===== src/design/tgsw_pkg.sv =====
`default_nettype none
package tgsw_pkg;

  localparam int unsigned MaxLevel = 8;
  localparam int unsigned WalkW    = 13;
  localparam int unsigned UvSumW   = 24;
  localparam logic [15:0] UvLo     = 16'd328;
  localparam logic [15:0] UvHi     = 16'd65208;

  localparam logic [2:0] RegLevel  = 3'h0;
  localparam logic [2:0] RegRadius = 3'h4;

  typedef logic signed [4:0] coef_t;
  typedef coef_t vec3_t [3];

  // walk steps per face: down = v2 - v0, left = v1 - v2
  localparam vec3_t DownStep [4] = '{
    '{-5'sd2, 5'sd0, 5'sd2}, '{5'sd2, -5'sd2, 5'sd0},
    '{-5'sd2, 5'sd0, -5'sd2}, '{5'sd2, 5'sd2, 5'sd0}};
  localparam vec3_t LeftStep [4] = '{
    '{5'sd2, -5'sd2, 5'sd0}, '{-5'sd2, 5'sd0, -5'sd2},
    '{5'sd2, 5'sd2, 5'sd0}, '{-5'sd2, 5'sd0, 5'sd2}};
  // twice-u / twice-v weights folded onto the walk axes
  localparam vec3_t UCoef [4] = '{
    '{5'sd2, 5'sd0, 5'sd2}, '{-5'sd2, -5'sd4, 5'sd2},
    '{5'sd6, -5'sd4, -5'sd6}, '{-5'sd6, 5'sd8, -5'sd6}};
  localparam vec3_t VCoef [4] = '{
    '{5'sd0, 5'sd4, 5'sd4}, '{-5'sd8, -5'sd4, 5'sd4},
    '{5'sd0, -5'sd4, -5'sd4}, '{-5'sd8, 5'sd4, -5'sd4}};

  typedef enum logic [2:0] {
    N_IDLE, N_SQ, N_AR, N_AR2, N_SRCH, N_DONE
  } norm_state_e;

  typedef struct packed {
    logic start;
    logic ack;
  } norm_ctl_t;

endpackage
`default_nettype wire


===== src/design/tetra_geosphere_strip_walker_unit.sv =====
`default_nettype none
// From request accept to result valid: 3 square steps, then per axis one a*r multiply,
//   one square and a 16-step restoring search, then one load.
// Requests are not overlapped; the shared multiplier/search unit is the limit, and a
//   stalled output holds the unit (and the input) until the result is taken.
// An advance with no strip running gives no result.
// Reset (rst_ni low, async): no strip running, no result pending, level = 6,
//   sphere_radius = 512 (Q8.8).
module tetra_geosphere_strip_walker_unit (
  input  wire logic               clk_i,
  input  wire logic               rst_ni,
  input  wire logic               psel,
  input  wire logic               penable,
  input  wire logic               pwrite,
  input  wire logic [2:0]         paddr,
  input  wire logic [31:0]        pwdata,
  output logic [31:0]             prdata,
  output logic                    pready,
  input  wire logic               in_valid_i,
  output logic                    in_stall_o,
  input  wire logic               start_req_i,
  input  wire logic [7:0]         strip_index_i,
  output logic                    out_valid_o,
  input  wire logic               out_stall_i,
  output logic signed [16:0]      pos_x_o,
  output logic signed [16:0]      pos_y_o,
  output logic signed [16:0]      pos_z_o,
  output logic [15:0]             tex_u_o,
  output logic [15:0]             tex_v_o,
  output logic                    last_o
);
  import tgsw_pkg::*;

  // configuration
  logic [3:0]  level_q;
  logic [15:0] radius_q;
  logic        cfg_we;

  // walk state
  logic signed [WalkW-1:0] wx_q, wy_q, wz_q, wx_d, wy_d, wz_d;
  logic [1:0] face_q, face_d;
  logic [8:0] loop_q, loop_d;
  logic [1:0] phase_q, phase_d;
  logic [7:0] strip_q, strip_d;
  logic       active_q, active_d;

  // request handling
  logic       busy_q;
  logic       accept, emit, is_last;
  logic [1:0] emit_face;
  logic [3:0] lev;
  logic [8:0] n;
  logic [7:0] s_sat;
  logic [8:0] limit;
  logic [15:0] u_val, v_val;
  logic [15:0] u_pend_q, v_pend_q;
  logic        last_pend_q;
  logic        out_valid_q;
  logic        load_out;

  norm_ctl_t   nctl;
  logic        n_done;
  logic signed [16:0] nx, ny, nz;

  assign pready = 1'b1;
  assign cfg_we = psel && penable && pwrite;

  always_comb begin
    unique case (paddr)
      RegLevel:  prdata = {28'd0, level_q};
      RegRadius: prdata = {16'd0, radius_q};
      default:   prdata = '0;
    endcase
  end

  always_ff @(posedge clk_i or negedge rst_ni) begin
    if (!rst_ni) begin
      level_q  <= 4'd6;
      radius_q <= 16'd512;
    end else if (cfg_we) begin
      if (paddr == RegRadius)     radius_q <= pwdata[15:0];
      else if (paddr == RegLevel) level_q  <= pwdata[3:0];
    end
  end

  // level saturates, strips per edge n = 2^level
  assign lev = (level_q > 4'(MaxLevel)) ? 4'(MaxLevel) : level_q;
  assign n   = 9'd1 << lev;
  assign s_sat = ({1'b0, strip_index_i} > n - 9'd1) ? 8'(n - 9'd1) : strip_index_i;

  // pairs allowed on the current face: n-s-1 on even faces, s on odd
  always_comb begin
    if (face_q[0])                          limit = {1'b0, strip_q};
    else if ({1'b0, strip_q} + 9'd1 >= n)   limit = '0;
    else                                    limit = n - {1'b0, strip_q} - 9'd1;
  end

  assign accept = in_valid_i && !in_stall_o;

  // next walk position and which face the emitted vertex belongs to
  always_comb begin
    wx_d = wx_q; wy_d = wy_q; wz_d = wz_q;
    face_d = face_q; loop_d = loop_q; phase_d = phase_q;
    strip_d = strip_q; active_d = active_q;
    emit = 1'b0; is_last = 1'b0; emit_face = face_q;
    if (start_req_i) begin
      strip_d  = s_sat;
      wx_d     = WalkW'($signed({4'd0, n})) - WalkW'($signed({4'd0, s_sat, 1'b0}));
      wy_d     = WalkW'($signed({4'd0, n}));
      wz_d     = -wx_d;
      face_d   = '0;
      loop_d   = '0;
      phase_d  = '0;
      active_d = 1'b1;
      emit     = 1'b1;
      emit_face = '0;
    end else if (active_q) begin
      emit = 1'b1;
      if (phase_q == 2'd0 || phase_q == 2'd2) begin
        // step down
        wx_d = wx_q + WalkW'(DownStep[face_q][0]);
        wy_d = wy_q + WalkW'(DownStep[face_q][1]);
        wz_d = wz_q + WalkW'(DownStep[face_q][2]);
        if (phase_q == 2'd2) loop_d = loop_q + 9'd1;
        phase_d = 2'd1;
      end else begin
        // step left; closing step ends the face
        wx_d = wx_q + WalkW'(LeftStep[face_q][0]);
        wy_d = wy_q + WalkW'(LeftStep[face_q][1]);
        wz_d = wz_q + WalkW'(LeftStep[face_q][2]);
        phase_d = 2'd1;
        if (loop_q < limit) begin
          phase_d = 2'd2;
        end else if (face_q == 2'd3) begin
          active_d = 1'b0;
          is_last  = 1'b1;
        end else begin
          face_d = face_q + 2'd1;
          loop_d = '0;
        end
      end
    end
  end

  // barycentric UV: sum of weights, exact, then shifted to Q0.16 and clamped
  function automatic logic [15:0] uv_value(input logic signed [UvSumW-1:0] sum,
                                           input logic [3:0] lv);
    logic [UvSumW+15:0] v;
    logic [5:0] sh;
    begin
      sh = {2'd0, lv} + 6'd3;
      v  = {sum, 16'd0} >> sh;
      if (sum <= 0)                     uv_value = UvLo;
      else if (v < (UvSumW+16)'(UvLo)) uv_value = UvLo;
      else if (v > (UvSumW+16)'(UvHi)) uv_value = UvHi;
      else                              uv_value = v[15:0];
    end
  endfunction

  always_comb begin
    logic signed [UvSumW-1:0] us, vs;
    us = UvSumW'(wx_d) * UvSumW'(UCoef[emit_face][0])
       + UvSumW'(wy_d) * UvSumW'(UCoef[emit_face][1])
       + UvSumW'(wz_d) * UvSumW'(UCoef[emit_face][2]);
    vs = UvSumW'(wx_d) * UvSumW'(VCoef[emit_face][0])
       + UvSumW'(wy_d) * UvSumW'(VCoef[emit_face][1])
       + UvSumW'(wz_d) * UvSumW'(VCoef[emit_face][2]);
    u_val = uv_value(us, lev);
    v_val = uv_value(vs, lev);
  end

  always_ff @(posedge clk_i or negedge rst_ni) begin
    if (!rst_ni) begin
      wx_q <= '0; wy_q <= '0; wz_q <= '0;
      face_q <= '0; loop_q <= '0; phase_q <= '0;
      strip_q <= '0; active_q <= 1'b0;
    end else if (accept) begin
      wx_q <= wx_d; wy_q <= wy_d; wz_q <= wz_d;
      face_q <= face_d; loop_q <= loop_d; phase_q <= phase_d;
      strip_q <= strip_d; active_q <= active_d;
    end
  end

  // normalize unit runs while busy; result lands in the output register
  assign nctl.start = accept && emit;
  assign load_out   = n_done && (!out_valid_q || !out_stall_i);
  assign nctl.ack   = load_out;
  assign in_stall_o = busy_q;

  tgsw_norm u_norm (
    .clk_i    (clk_i),
    .rst_ni   (rst_ni),
    .ctl_i    (nctl),
    .walk_x_i (wx_d),
    .walk_y_i (wy_d),
    .walk_z_i (wz_d),
    .radius_i (radius_q),
    .done_o   (n_done),
    .pos_x_o  (nx),
    .pos_y_o  (ny),
    .pos_z_o  (nz)
  );

  always_ff @(posedge clk_i or negedge rst_ni) begin
    if (!rst_ni) begin
      busy_q      <= 1'b0;
      out_valid_q <= 1'b0;
    end else begin
      if (nctl.start)   busy_q <= 1'b1;
      else if (load_out) busy_q <= 1'b0;
      if (load_out)                 out_valid_q <= 1'b1;
      else if (!out_stall_i)        out_valid_q <= 1'b0;
    end
  end

  always_ff @(posedge clk_i) begin
    if (nctl.start) begin
      u_pend_q    <= u_val;
      v_pend_q    <= v_val;
      last_pend_q <= is_last;
    end
    if (load_out) begin
      pos_x_o <= nx;
      pos_y_o <= ny;
      pos_z_o <= nz;
      tex_u_o <= u_pend_q;
      tex_v_o <= v_pend_q;
      last_o  <= last_pend_q;
    end
  end

  assign out_valid_o = out_valid_q;

endmodule
`default_nettype wire


===== src/design/tgsw_norm.sv =====
`default_nettype none
module tgsw_norm (
  input  wire logic                               clk_i,
  input  wire logic                               rst_ni,
  input  wire tgsw_pkg::norm_ctl_t                ctl_i,
  input  wire logic signed [tgsw_pkg::WalkW-1:0]  walk_x_i,
  input  wire logic signed [tgsw_pkg::WalkW-1:0]  walk_y_i,
  input  wire logic signed [tgsw_pkg::WalkW-1:0]  walk_z_i,
  input  wire logic [15:0]                        radius_i,
  output logic                                    done_o,
  output logic signed [16:0]                      pos_x_o,
  output logic signed [16:0]                      pos_y_o,
  output logic signed [16:0]                      pos_z_o
);
  import tgsw_pkg::*;

  norm_state_e state_q, state_d;
  logic [1:0]  idx_q, idx_d;
  logic [3:0]  bit_q, bit_d;
  logic signed [WalkW-1:0] w_q [3];
  logic [15:0] r_q;
  logic [27:0] s_q, s_d;
  logic [27:0] ar_q, ar_d;
  logic [57:0] rhs_q, rhs_d;
  logic signed [63:0] c2s_q, c2s_d, cs_q, cs_d;
  logic [15:0] mag_q, mag_d;
  logic signed [16:0] res_q [3];
  logic signed [16:0] res_d;
  logic        res_we;

  logic signed [WalkW-1:0] w_sel;
  logic [WalkW-1:0] a_sel;
  logic [27:0] op_a, op_b;
  logic [55:0] prod;
  logic signed [63:0] s_ext, test;
  logic [5:0]  sh1, sh2;

  assign prod = op_a * op_b;
  assign s_ext = $signed({36'd0, s_q});
  assign sh1 = {2'd0, bit_q} + 6'd2;
  assign sh2 = {1'b0, bit_q, 1'b0} + 6'd2;
  assign test = c2s_q + (cs_q <<< sh1) + (s_ext <<< sh2);

  always_comb begin
    case (idx_q)
      2'd0:    w_sel = w_q[0];
      2'd1:    w_sel = w_q[1];
      default: w_sel = w_q[2];
    endcase
    a_sel = w_sel[WalkW-1] ? WalkW'(-w_sel) : WalkW'(w_sel);
  end

  always_comb begin
    state_d = state_q;
    idx_d   = idx_q;
    bit_d   = bit_q;
    s_d     = s_q;
    ar_d    = ar_q;
    rhs_d   = rhs_q;
    c2s_d   = c2s_q;
    cs_d    = cs_q;
    mag_d   = mag_q;
    res_d   = '0;
    res_we  = 1'b0;
    op_a    = 28'(a_sel);
    op_b    = 28'(a_sel);
    done_o  = 1'b0;
    unique case (state_q)
      N_IDLE: begin
        if (ctl_i.start) begin
          state_d = N_SQ;
          idx_d   = 2'd0;
          s_d     = '0;
        end
      end
      N_SQ: begin
        s_d = s_q + prod[27:0];
        if (idx_q == 2'd2) begin
          idx_d   = 2'd0;
          state_d = N_AR;
        end else begin
          idx_d = idx_q + 2'd1;
        end
      end
      N_AR: begin
        op_b    = 28'(r_q);
        ar_d    = prod[27:0];
        state_d = N_AR2;
      end
      N_AR2: begin
        op_a    = ar_q;
        op_b    = ar_q;
        rhs_d   = {prod, 2'b00};
        c2s_d   = s_ext;
        cs_d    = -s_ext;
        mag_d   = '0;
        bit_d   = 4'd15;
        state_d = N_SRCH;
      end
      N_SRCH: begin
        if (test <= $signed({6'd0, rhs_q})) begin
          c2s_d = test;
          cs_d  = cs_q + (s_ext <<< (sh1 - 6'd1));
          mag_d = mag_q | (16'd1 << bit_q);
        end
        bit_d = bit_q - 4'd1;
        if (bit_q == 4'd0) begin
          res_we = 1'b1;
          if (s_q == '0) begin
            res_d = '0;
          end else if (w_sel[WalkW-1]) begin
            res_d = -$signed({1'b0, mag_d});
          end else begin
            res_d = $signed({1'b0, mag_d});
          end
          if (idx_q == 2'd2) begin
            state_d = N_DONE;
          end else begin
            idx_d   = idx_q + 2'd1;
            state_d = N_AR;
          end
        end
      end
      N_DONE: begin
        done_o = 1'b1;
        if (ctl_i.ack) state_d = N_IDLE;
      end
      default: state_d = N_IDLE;
    endcase
  end

  always_ff @(posedge clk_i or negedge rst_ni) begin
    if (!rst_ni) begin
      state_q <= N_IDLE;
    end else begin
      state_q <= state_d;
    end
  end

  always_ff @(posedge clk_i) begin
    idx_q <= idx_d;
    bit_q <= bit_d;
    s_q   <= s_d;
    ar_q  <= ar_d;
    rhs_q <= rhs_d;
    c2s_q <= c2s_d;
    cs_q  <= cs_d;
    mag_q <= mag_d;
    if (state_q == N_IDLE && ctl_i.start) begin
      w_q[0] <= walk_x_i;
      w_q[1] <= walk_y_i;
      w_q[2] <= walk_z_i;
      r_q    <= radius_i;
    end
    if (res_we) begin
      case (idx_q)
        2'd0:    res_q[0] <= res_d;
        2'd1:    res_q[1] <= res_d;
        default: res_q[2] <= res_d;
      endcase
    end
  end

  assign pos_x_o = res_q[0];
  assign pos_y_o = res_q[1];
  assign pos_z_o = res_q[2];

endmodule
`default_nettype wire


===== config.mk =====
export PLATFORM = sky130hd
export DESIGN_NAME = tetra_geosphere_strip_walker_unit
export DESIGN_NICKNAME = d
export VERILOG_FILES = /design/src/design/tgsw_pkg.sv /design/src/design/tetra_geosphere_strip_walker_unit.sv /design/src/design/tgsw_norm.sv
export SDC_FILE = /design/constraint.sdc
export NUM_CORES = 2
export LEC_CHECK = 0
export BUFFER_PORTS_ARGS = -buffer_cell sky130_fd_sc_hd__buf_2
export CORE_MARGIN = 2
export CORE_UTILIZATION = 35
export DETAILED_ROUTE_END_ITERATION = 8
export SYNTH_ARGS = -nofsm -noshare
export SYNTH_HDL_FRONTEND = slang
export SYNTH_SLANG_ARGS = --single-unit
export TNS_END_PERCENT = 30

===== constraint.sdc =====
create_clock -name clk_i -period 19.71 [get_ports clk_i]
set_clock_uncertainty 0.15 [all_clocks]
set_input_delay 1.971 -clock clk_i [delete_from_list [all_inputs] [get_ports clk_i]]
set_output_delay 1.971 -clock clk_i [all_outputs]
set_load 0.05 [all_outputs]

### Yosys cells after proc, flatten, opt, wreduce, memory -nomap -nowiden

Memory sizes are Yosys's and may differ from the RTL's. A register that Yosys moved wholly into a read port is not among the register bits.
Cells that the tools add are included.

| word-level totals | value |
|---|---|
| flip-flop bits (word level) | 430 |
| RAM bits | 90 |
| bits of input ports | 51 |
| output and inout bits | 119 |
| logic and storage cells | 263 |
| memories kept | 2 |

Memories:

| name | words | bits a word | read ports | clocked after Yosys merged registers in | wr ports | line | source |
|---|---|---|---|---|---|---|---|
| u_norm.res_q | 3 | 17 | 3 | 3 | 1 | tgsw_norm.sv:27 | `logic signed [16:0] res_q [3];` |
| u_norm.w_q | 3 | 13 | 3 | 0 | 3 | tgsw_norm.sv:20 | `logic signed [WalkW-1:0] w_q [3];` |

| cells by class | value |
|---|---|
| add/sub/neg operators | 31 |
| multipliers | 7 |
| order comparisons | 13 |
| equality and inequality tests | 23 |
| shift-type cells | 7 |
| multiplexer cells | 105 |
| bitwise operators | 5 |
| reductions and logical operators | 40 |

Operator list:

| operator | number |
|---|---|
| $pmux W64 S2 | 2 |
| $add A64 B64 Y64 | 3 |
| $mux W13 | 10 |
| $mux W64 | 2 |
| $sshl A29 B6 Y64 | 2 |
| $bmux W15 S2 | 4 |
| $mux W15 | 8 |
| $pmux W28 S2 | 2 |
| $mul A13 B5 Y18 | 6 |
| $mux W17 | 6 |
| $gt A40 B16 Y1 const B | 2 |
| $lt A40 B9 Y1 const B | 2 |
| $shr A40 B5 Y40 | 2 |
| $add A13 B5 Y13 | 6 |
| $mux W9 | 8 |
| $le A64 B59 Y1 | 1 |
| $mux W16 | 4 |
| $neg A28 Y64 | 1 |
| $pmux W16 S2 | 2 |
| $sshl A64 B6 Y64 | 1 |
| $mul A28 B28 Y56 | 1 |
| $mux W28 | 2 |
| $add A19 B18 Y20 | 2 |
| $le A20 B1 Y1 const B | 2 |
| 59 further kinds | 150 |

### Depth between registers and ports, before layout

| logic depth | value |
|---|---|
| word-level depth | 14 |
| gate-level depth with buffers | 55 |
| gate-level depth less buffers | 51 |

### Cells and area by module

Synthesis repeated with hierarchy kept, for this count alone.

| second synthesis, totals | value |
|---|---|
| cell total of the unflattened synthesis | 9,037 |
| area, all modules | 80,907.6 sq um |

Modules (own cells, without submodules):

| module | times used | cells each | area each (sq um) | seq. area each (sq um) |
|---|---|---|---|---|
| tgsw_norm | 1 | 6,451 | 57,391.3 | 11,125.7 |
| tetra_geosphere_strip_walker_unit | 1 | 2,586 | 23,516.3 | 5,594.1 |

### Worst setup path after synthesis

OpenSTA, ideal clock, no wires.

| timing | value |
|---|---|
| path kind | register -> register |
| from | register u_norm.bit_q[0] |
| to | register u_norm.c2s_q[0], enable pin |
| setup time | 792 ps |
| data arrival time | 17,542 ps |
| data required time | 18,768 ps |
| slack | 1,226 ps |
| cell stages (with the launch flop) | 43 |
| path buffers | 9 |
| period minus slack after synthesis | 18,484 ps |
| path through | edfxtp_1 buf_4 inv_2 buf_1 clkbuf_1 ha_1 buf_2 buf_1 clkbuf_1 clkbuf_1 clkbuf_1 clkbuf_1 o211ai_1 o21ai_0 mux2i_1 nor2_1 a21oi_1 nor2_1 [... 7 more ...] o31a_1 nand2b_1 nor2_1 nor2_1 o21bai_1 xor2_1 ha_1 a21o_1 a21o_1 a21o_1 a21o_1 a21oi_1 o21ai_0 a21oi_1 o22a_1 o2111ai_1 o41a_1 o21ai_0 |

| between the ends | value |
|---|---|
| elaborated cells between the ends (all ways) | 9 |
| those cells by class | 4 x add/sub; 1 x order compare; 1 x eq/ne; 2 x shift; 1 x reduce/logical |

RTL lines:

| item | line | source |
|---|---|---|
| start: declaration | tgsw_norm.sv:19 | `logic [3:0] bit_q, bit_d;` |
| start signal: assignment | tgsw_norm.sv:142 | `bit_q <= bit_d;` |
| $add A5 B2 Y6 | tgsw_norm.sv:41 | `assign sh2 = {1'b0, bit_q, 1'b0} + 6'd2;` |
| net u_norm.sh2[1] | tgsw_norm.sv:36 | `logic [5:0] sh1, sh2;` |
| $sshl A29 B6 Y64 | tgsw_norm.sv:42 | `assign test = c2s_q + (cs_q <<< sh1) + (s_ext <<< sh2);` |
| $add A64 B64 Y64 | tgsw_norm.sv:42 |  |
| net u_norm.test[49] | tgsw_norm.sv:35 | `logic signed [63:0] s_ext, test;` |
| $le A64 B59 Y1 | tgsw_norm.sv:101 | `if (test <= $signed({6'd0, rhs_q})) begin` |
| $ne A2 B1 Y1 (no source line) | n/a |  |
| $reduce_and A2 Y1 (no source line) | n/a |  |
| end signal: assignment | tgsw_norm.sv:146 | `c2s_q <= c2s_d;` |
| end: declaration | tgsw_norm.sv:25 | `logic signed [63:0] c2s_q, c2s_d, cs_q, cs_d;` |

The timed path passes the listed nets, and every way through them passes these cells.
A chain may end at the register's enable or synchronous reset.

### Worst setup path after layout

| timing | value |
|---|---|
| from | register level_q[3] |
| to | register v_pend_q[12] (data pin) |

| between the ends | value |
|---|---|
| word-level cells in the longest chain between the ends | 14 |
| elaborated cells between the ends (all ways) | 23 |
| those cells by class | 6 x add/sub; 3 x mul; 5 x order compare; 2 x shift; 6 x mux; 1 x reduce/logical |

RTL lines:

| item | line | source |
|---|---|---|
| start: declaration | tetra_geosphere_strip_walker_unit.sv:35 | `logic [3:0] level_q;` |
| start signal: assignment | tetra_geosphere_strip_walker_unit.sv:82 | `else if (paddr == RegLevel) level_q <= pwdata[3:0];` |
| $gt A4 B4 Y1 | tetra_geosphere_strip_walker_unit.sv:87 | `assign lev = (level_q > 4'(MaxLevel)) ? 4'(MaxLevel) : level_q;` |
| $mux W4 (*) | tetra_geosphere_strip_walker_unit.sv:87 |  |
| $shl A1 B4 Y9 (*) | tetra_geosphere_strip_walker_unit.sv:88 | `assign n = 9'd1 << lev;` |
| $sub A9 B1 Y9 (*) | tetra_geosphere_strip_walker_unit.sv:89 | `assign s_sat = ({1'b0, strip_index_i} > n - 9'd1) ? 8'(n - 9'd1) : strip_index_i;` |
| $gt A8 B9 Y1 | tetra_geosphere_strip_walker_unit.sv:89 |  |
| $mux W8 (*) | tetra_geosphere_strip_walker_unit.sv:89 |  |
| net s_sat[0] | tetra_geosphere_strip_walker_unit.sv:53 | `logic [7:0] s_sat;` |
| $sub A9 B9 Y10 (*) | tetra_geosphere_strip_walker_unit.sv:108 | `wx_d = WalkW'($signed({4'd0, n})) - WalkW'($signed({4'd0, s_sat, 1'b0}));` |
| $neg A10 Y13 (*) | tetra_geosphere_strip_walker_unit.sv:110 | `wz_d = -wx_d;` |
| $mux W13 (*) | tetra_geosphere_strip_walker_unit.sv:106 | `if (start_req_i) begin` |
| net u_norm.walk_z_i, one bit | tgsw_norm.sv:8 | `input wire logic signed [tgsw_pkg::WalkW-1:0] walk_z_i,` |
| $mul A13 B5 Y18 (*) | tetra_geosphere_strip_walker_unit.sv:167 | `+ UvSumW'(wz_d) * UvSumW'(VCoef[emit_face][2]);` |
| $add A19 B18 Y20 (*) | tetra_geosphere_strip_walker_unit.sv:167 |  |
| $shr A40 B5 Y40 | tetra_geosphere_strip_walker_unit.sv:152 | `v = {sum, 16'd0} >> sh;` |
| $gt A40 B16 Y1 / $lt A40 B9 Y1 (equally long branches) | tetra_geosphere_strip_walker_unit.sv:155, tetra_geosphere_strip_walker_unit.sv:154 |  |
| $mux W16 / $reduce_or A2 Y1 (equally long branches) | n/a |  |
| end signal: assignment | tetra_geosphere_strip_walker_unit.sv:219 | `v_pend_q <= v_val;` |
| end: declaration | tetra_geosphere_strip_walker_unit.sv:56 | `logic [15:0] u_pend_q, v_pend_q;` |

Mark *: on every way through the listed nets, which the timed path passes. The rest lies on a longest branch.

==> flow_metrics.py <==
metrics = {
    "logic_synthesis": {
        "synth_edf_count": 485,
        "synth.distinct_cells": 100,
        "synth_warnings": 0,
        "synthCells": 8904,
        "synth_area_mm2": 0.07978,
        "synth_top_cell_by_area": "fa_1",
        "yosysMostFrequentCell": "inv_1",
        "synth-seq-cells": 571,
        "async_flop_share_pct": 15.06,
        "synthTopCellsByArea": "fa_1 23%, edfxtp_1 18%, ha_1 11%, inv_1 6.6%, nand2_1 5.4%",
        "ys.flop_type": "edfxtp_1",
        "ys_seq_area_share_pct": 20.96,
        "syn_area_per_cell_um2": 8.960,
        "synth_top_area_share_pct": 23.39,
        "yosys-top-cells-count": "1,407 x inv_1, 1,140 x nand2_1, 932 x fa_1",
    },
    "placement": {
        "numPortBuffers": 136,
        "dpl.hpwl_um": 205800,
        "place.gp.congestion": 0.9715,
    },
    "sta": {
        "worst_pin_slew_ps": 1349,
        "report.final.slew_viol_count": 0,
        "setup_viol": 0,
        "finalCriticalPeriod_ps": 14760,
        "relSlewSlack_pct": 10.06,
        "post-route-period-util_pct": 74.90,
        "setup-tns-final_ps": 0,
        "rsz0062_at_grt": "false",
        "hold_violations": 0,
        "timing.fmax_mhz": 67.73,
    },
    "routing": {
        "drt_iter0_markers": 5581,
        "via_per_inst": 5.421,
        "totalWireLength_um": 260500,
        "wl_per_cell_um": 21.86,
        "drc": 0,
        "dr_total_vias": 64580,
        "postRouteAntennaNets": 0,
        "firstDrtPassIters": 8,
    },
    "die": {
        "dieArea_mm2": 0.2318,
        "die_x_um": 481.4,
        "io_pins": 170,
        "placement_rows": 175,
        "start_util_pct": 35.14,
        "design.core.area_mm2": 0.2271,
        "die_y_um": 481.4,
    },
    "global_routing": {
        "globalRouteTotalUtil_pct": 22.33,
        "grt_max_degree": 94,
        "overflow": 0,
        "grt_pass1_wl_um": 396600,
        "grt_pass1_vias": 65240,
        "antenna_found_initial": 11,
    },
    "cts": {
        "clk_latency_ps": 700,
        "clk_pin_slew_worst_paths_ps": 60,
        "clock_path_buffers": 3,
        "clock-sinks": 571,
        "cts_inserted_buffers": 72,
        "cts_hold_buf": 0,
        "cts_setup_buffers": 0,
        "cts_tree": "built",
        "htreeDepth": 3,
        "cts_resized": 0,
        "cts_root_buf": "clkbuf_16",
    },
    "worst_setup_path": {
        "critPathArrivalTime_ps": 15010,
        "critPathLaunch": "level_q[3]",
        "crit_top_cell": "a21oi_1",
        "end_kind": "register",
        "crit_fanout": 28,
        "start_kind": "register",
        "crit_slowest_cell": "o22ai_1",
        "r2r-start": "level_q[3]",
        "path_class": "reg2reg",
        "slowest_delay_ps": 760,
        "cp.required_ps": 19960,
    },
    "cells_and_area": {
        "nets": 10510,
        "fillCellCount": 22650,
        "area_growth_syn_to_layout_pct": 7.985,
        "drive_gt1_share_pct": 6.598,
    },
    "min_path": {
        "hp-class": "reg2reg",
        "min_from": "u_pend_q[12]",
    },
    "outcome": {
        "status": "completed",
    },
    "job": {
        "drv_cap": 0,
    },
}
[area by class of cell]
type	count	area (um2)	area share [%]
antenna	9	22.52	0.02614
clock buffer	86	1886	2.189
tap	3009	3765	4.370
multi-input combinational	6522	56360	65.41
inverter	1417	5320	6.175
sequential	571	16720	19.41
clock inverter	42	481.7	0.5591
timing repair buffer	258	1602	1.859
[cells by family (layout without fill, tap and decap cells)]
kind of cell	after synthesis	count (layout)	synth area share, %
simple gates	2596	2596	14.72
other cells	2	32	0.009413
mux	292	292	4.681
compound gates	1660	1660	13.08
fa+ha+maj	1620	1620	34.17
xor+xnor	331	331	3.652
buf+inv	1832	1803	8.735
flops	571	571	20.96
[through the flow]
stage	setup slack [ps]	instance area (um2)	hold slack, ps	std cells	util, %
5_1_grt	3885	86150	264.9	11910	37.94
3_5_place_dp	5075	83770	254.5	11780	36.89
3_3_place_gp	5293	83770	250.3	11780	36.89
6_report	4946	86160	261.4	11910	37.94
2_1_floorplan	1226	79860	250.3	8925	-
4_1_cts	4974	86130	262.3	11910	37.93
[per-layer routing]
| layer | GRT usage, % | vias up | routed length (um) | share of wire [%] |
|---|---|---|---|---|
| met2 | 36.11 | 2476 | 120200 | 46 |
| met5 | 0 | - | 34 | 0.013 |
| met1 | 29.45 | 32130 | 108400 | 42 |
| met3 | 3.890 | 497 | 19540 | 7.5 |
| met4 | 9.289 | 6 | 12320 | 4.7 |
| li1 | - | 29480 | - | - |
[worst paths after layout]
path                       slack, ps            to  cells after the start
max                             4950  v_pend_q[12]                     47
min                              260   tex_u_o[12]                      0
max reg2reg                     4950  v_pend_q[12]                     47
min reg2reg                      260   tex_u_o[12]                      0
max in group asynchronous      17000   radius_q[7]                      2
min in group asynchronous       1130    level_q[0]                      1
[flip-flops by register name, summed over array words and instances (netlist names), 17 cells and up]
name and count:
u_norm.c2s_q 64, u_norm.cs_q 64, u_norm.rhs_q 56, u_norm.res_q 51
u_norm.w_q 39, u_norm.ar_q 28, u_norm.s_q 28, pos_x_o 17
pos_y_o 17, pos_z_o 17
[worst max-delay path: cells and delay by family, from the launching register on]
family          cells  cell delay, ps
buf+inv             8            1220
simple gates       12            3230
flops               1             530
xor+xnor            2             360
fa+ha+maj          10            4160
compound gates     15            4790
[placed cells by master (no fill, tap or decap), types with 27 or more instances in the layout]
master / netlist / layout
a211oi_1: 60 / 60
a22oi_1: 27 / 27
nor2b_1: 59 / 58
o211ai_1: 55 / 55
ha_1: 686 / 684
a31oi_1: 79 / 79
a21oi_1: 467 / 465
fa_1: 932 / 932
o21ai_0: 403 / 398
nor2_1: 595 / 591
o21bai_1: 48 / 48
buf_4: 19 / 124
nand2_1: 1140 / 1138
mux2_2: 69 / 69
xnor2_1: 206 / 199
dfrtp_1: 83 / 81
nor3_1: 128 / 126
o31ai_1: 29 / 29
nand3_1: 107 / 107
inv_1: 1407 / 1405
mux2i_1: 165 / 165
clkbuf_16: 0 / 73
nand2b_1: 88 / 88
nand4_1: 43 / 43
and2_1: 200 / 199
or3_1: 37 / 37
mux4_2: 58 / 58
edfxtp_1: 485 / 485
buf_2: 16 / 134
o22ai_1: 48 / 48
nor4_1: 34 / 33
and3_1: 69 / 68
xor2_1: 123 / 121
o21a_1: 62 / 62
a21o_1: 161 / 161
Power is left out: the tool's default activity adds up to more than one toggle a clock period on the data nets, which glitch-free logic cannot reach.
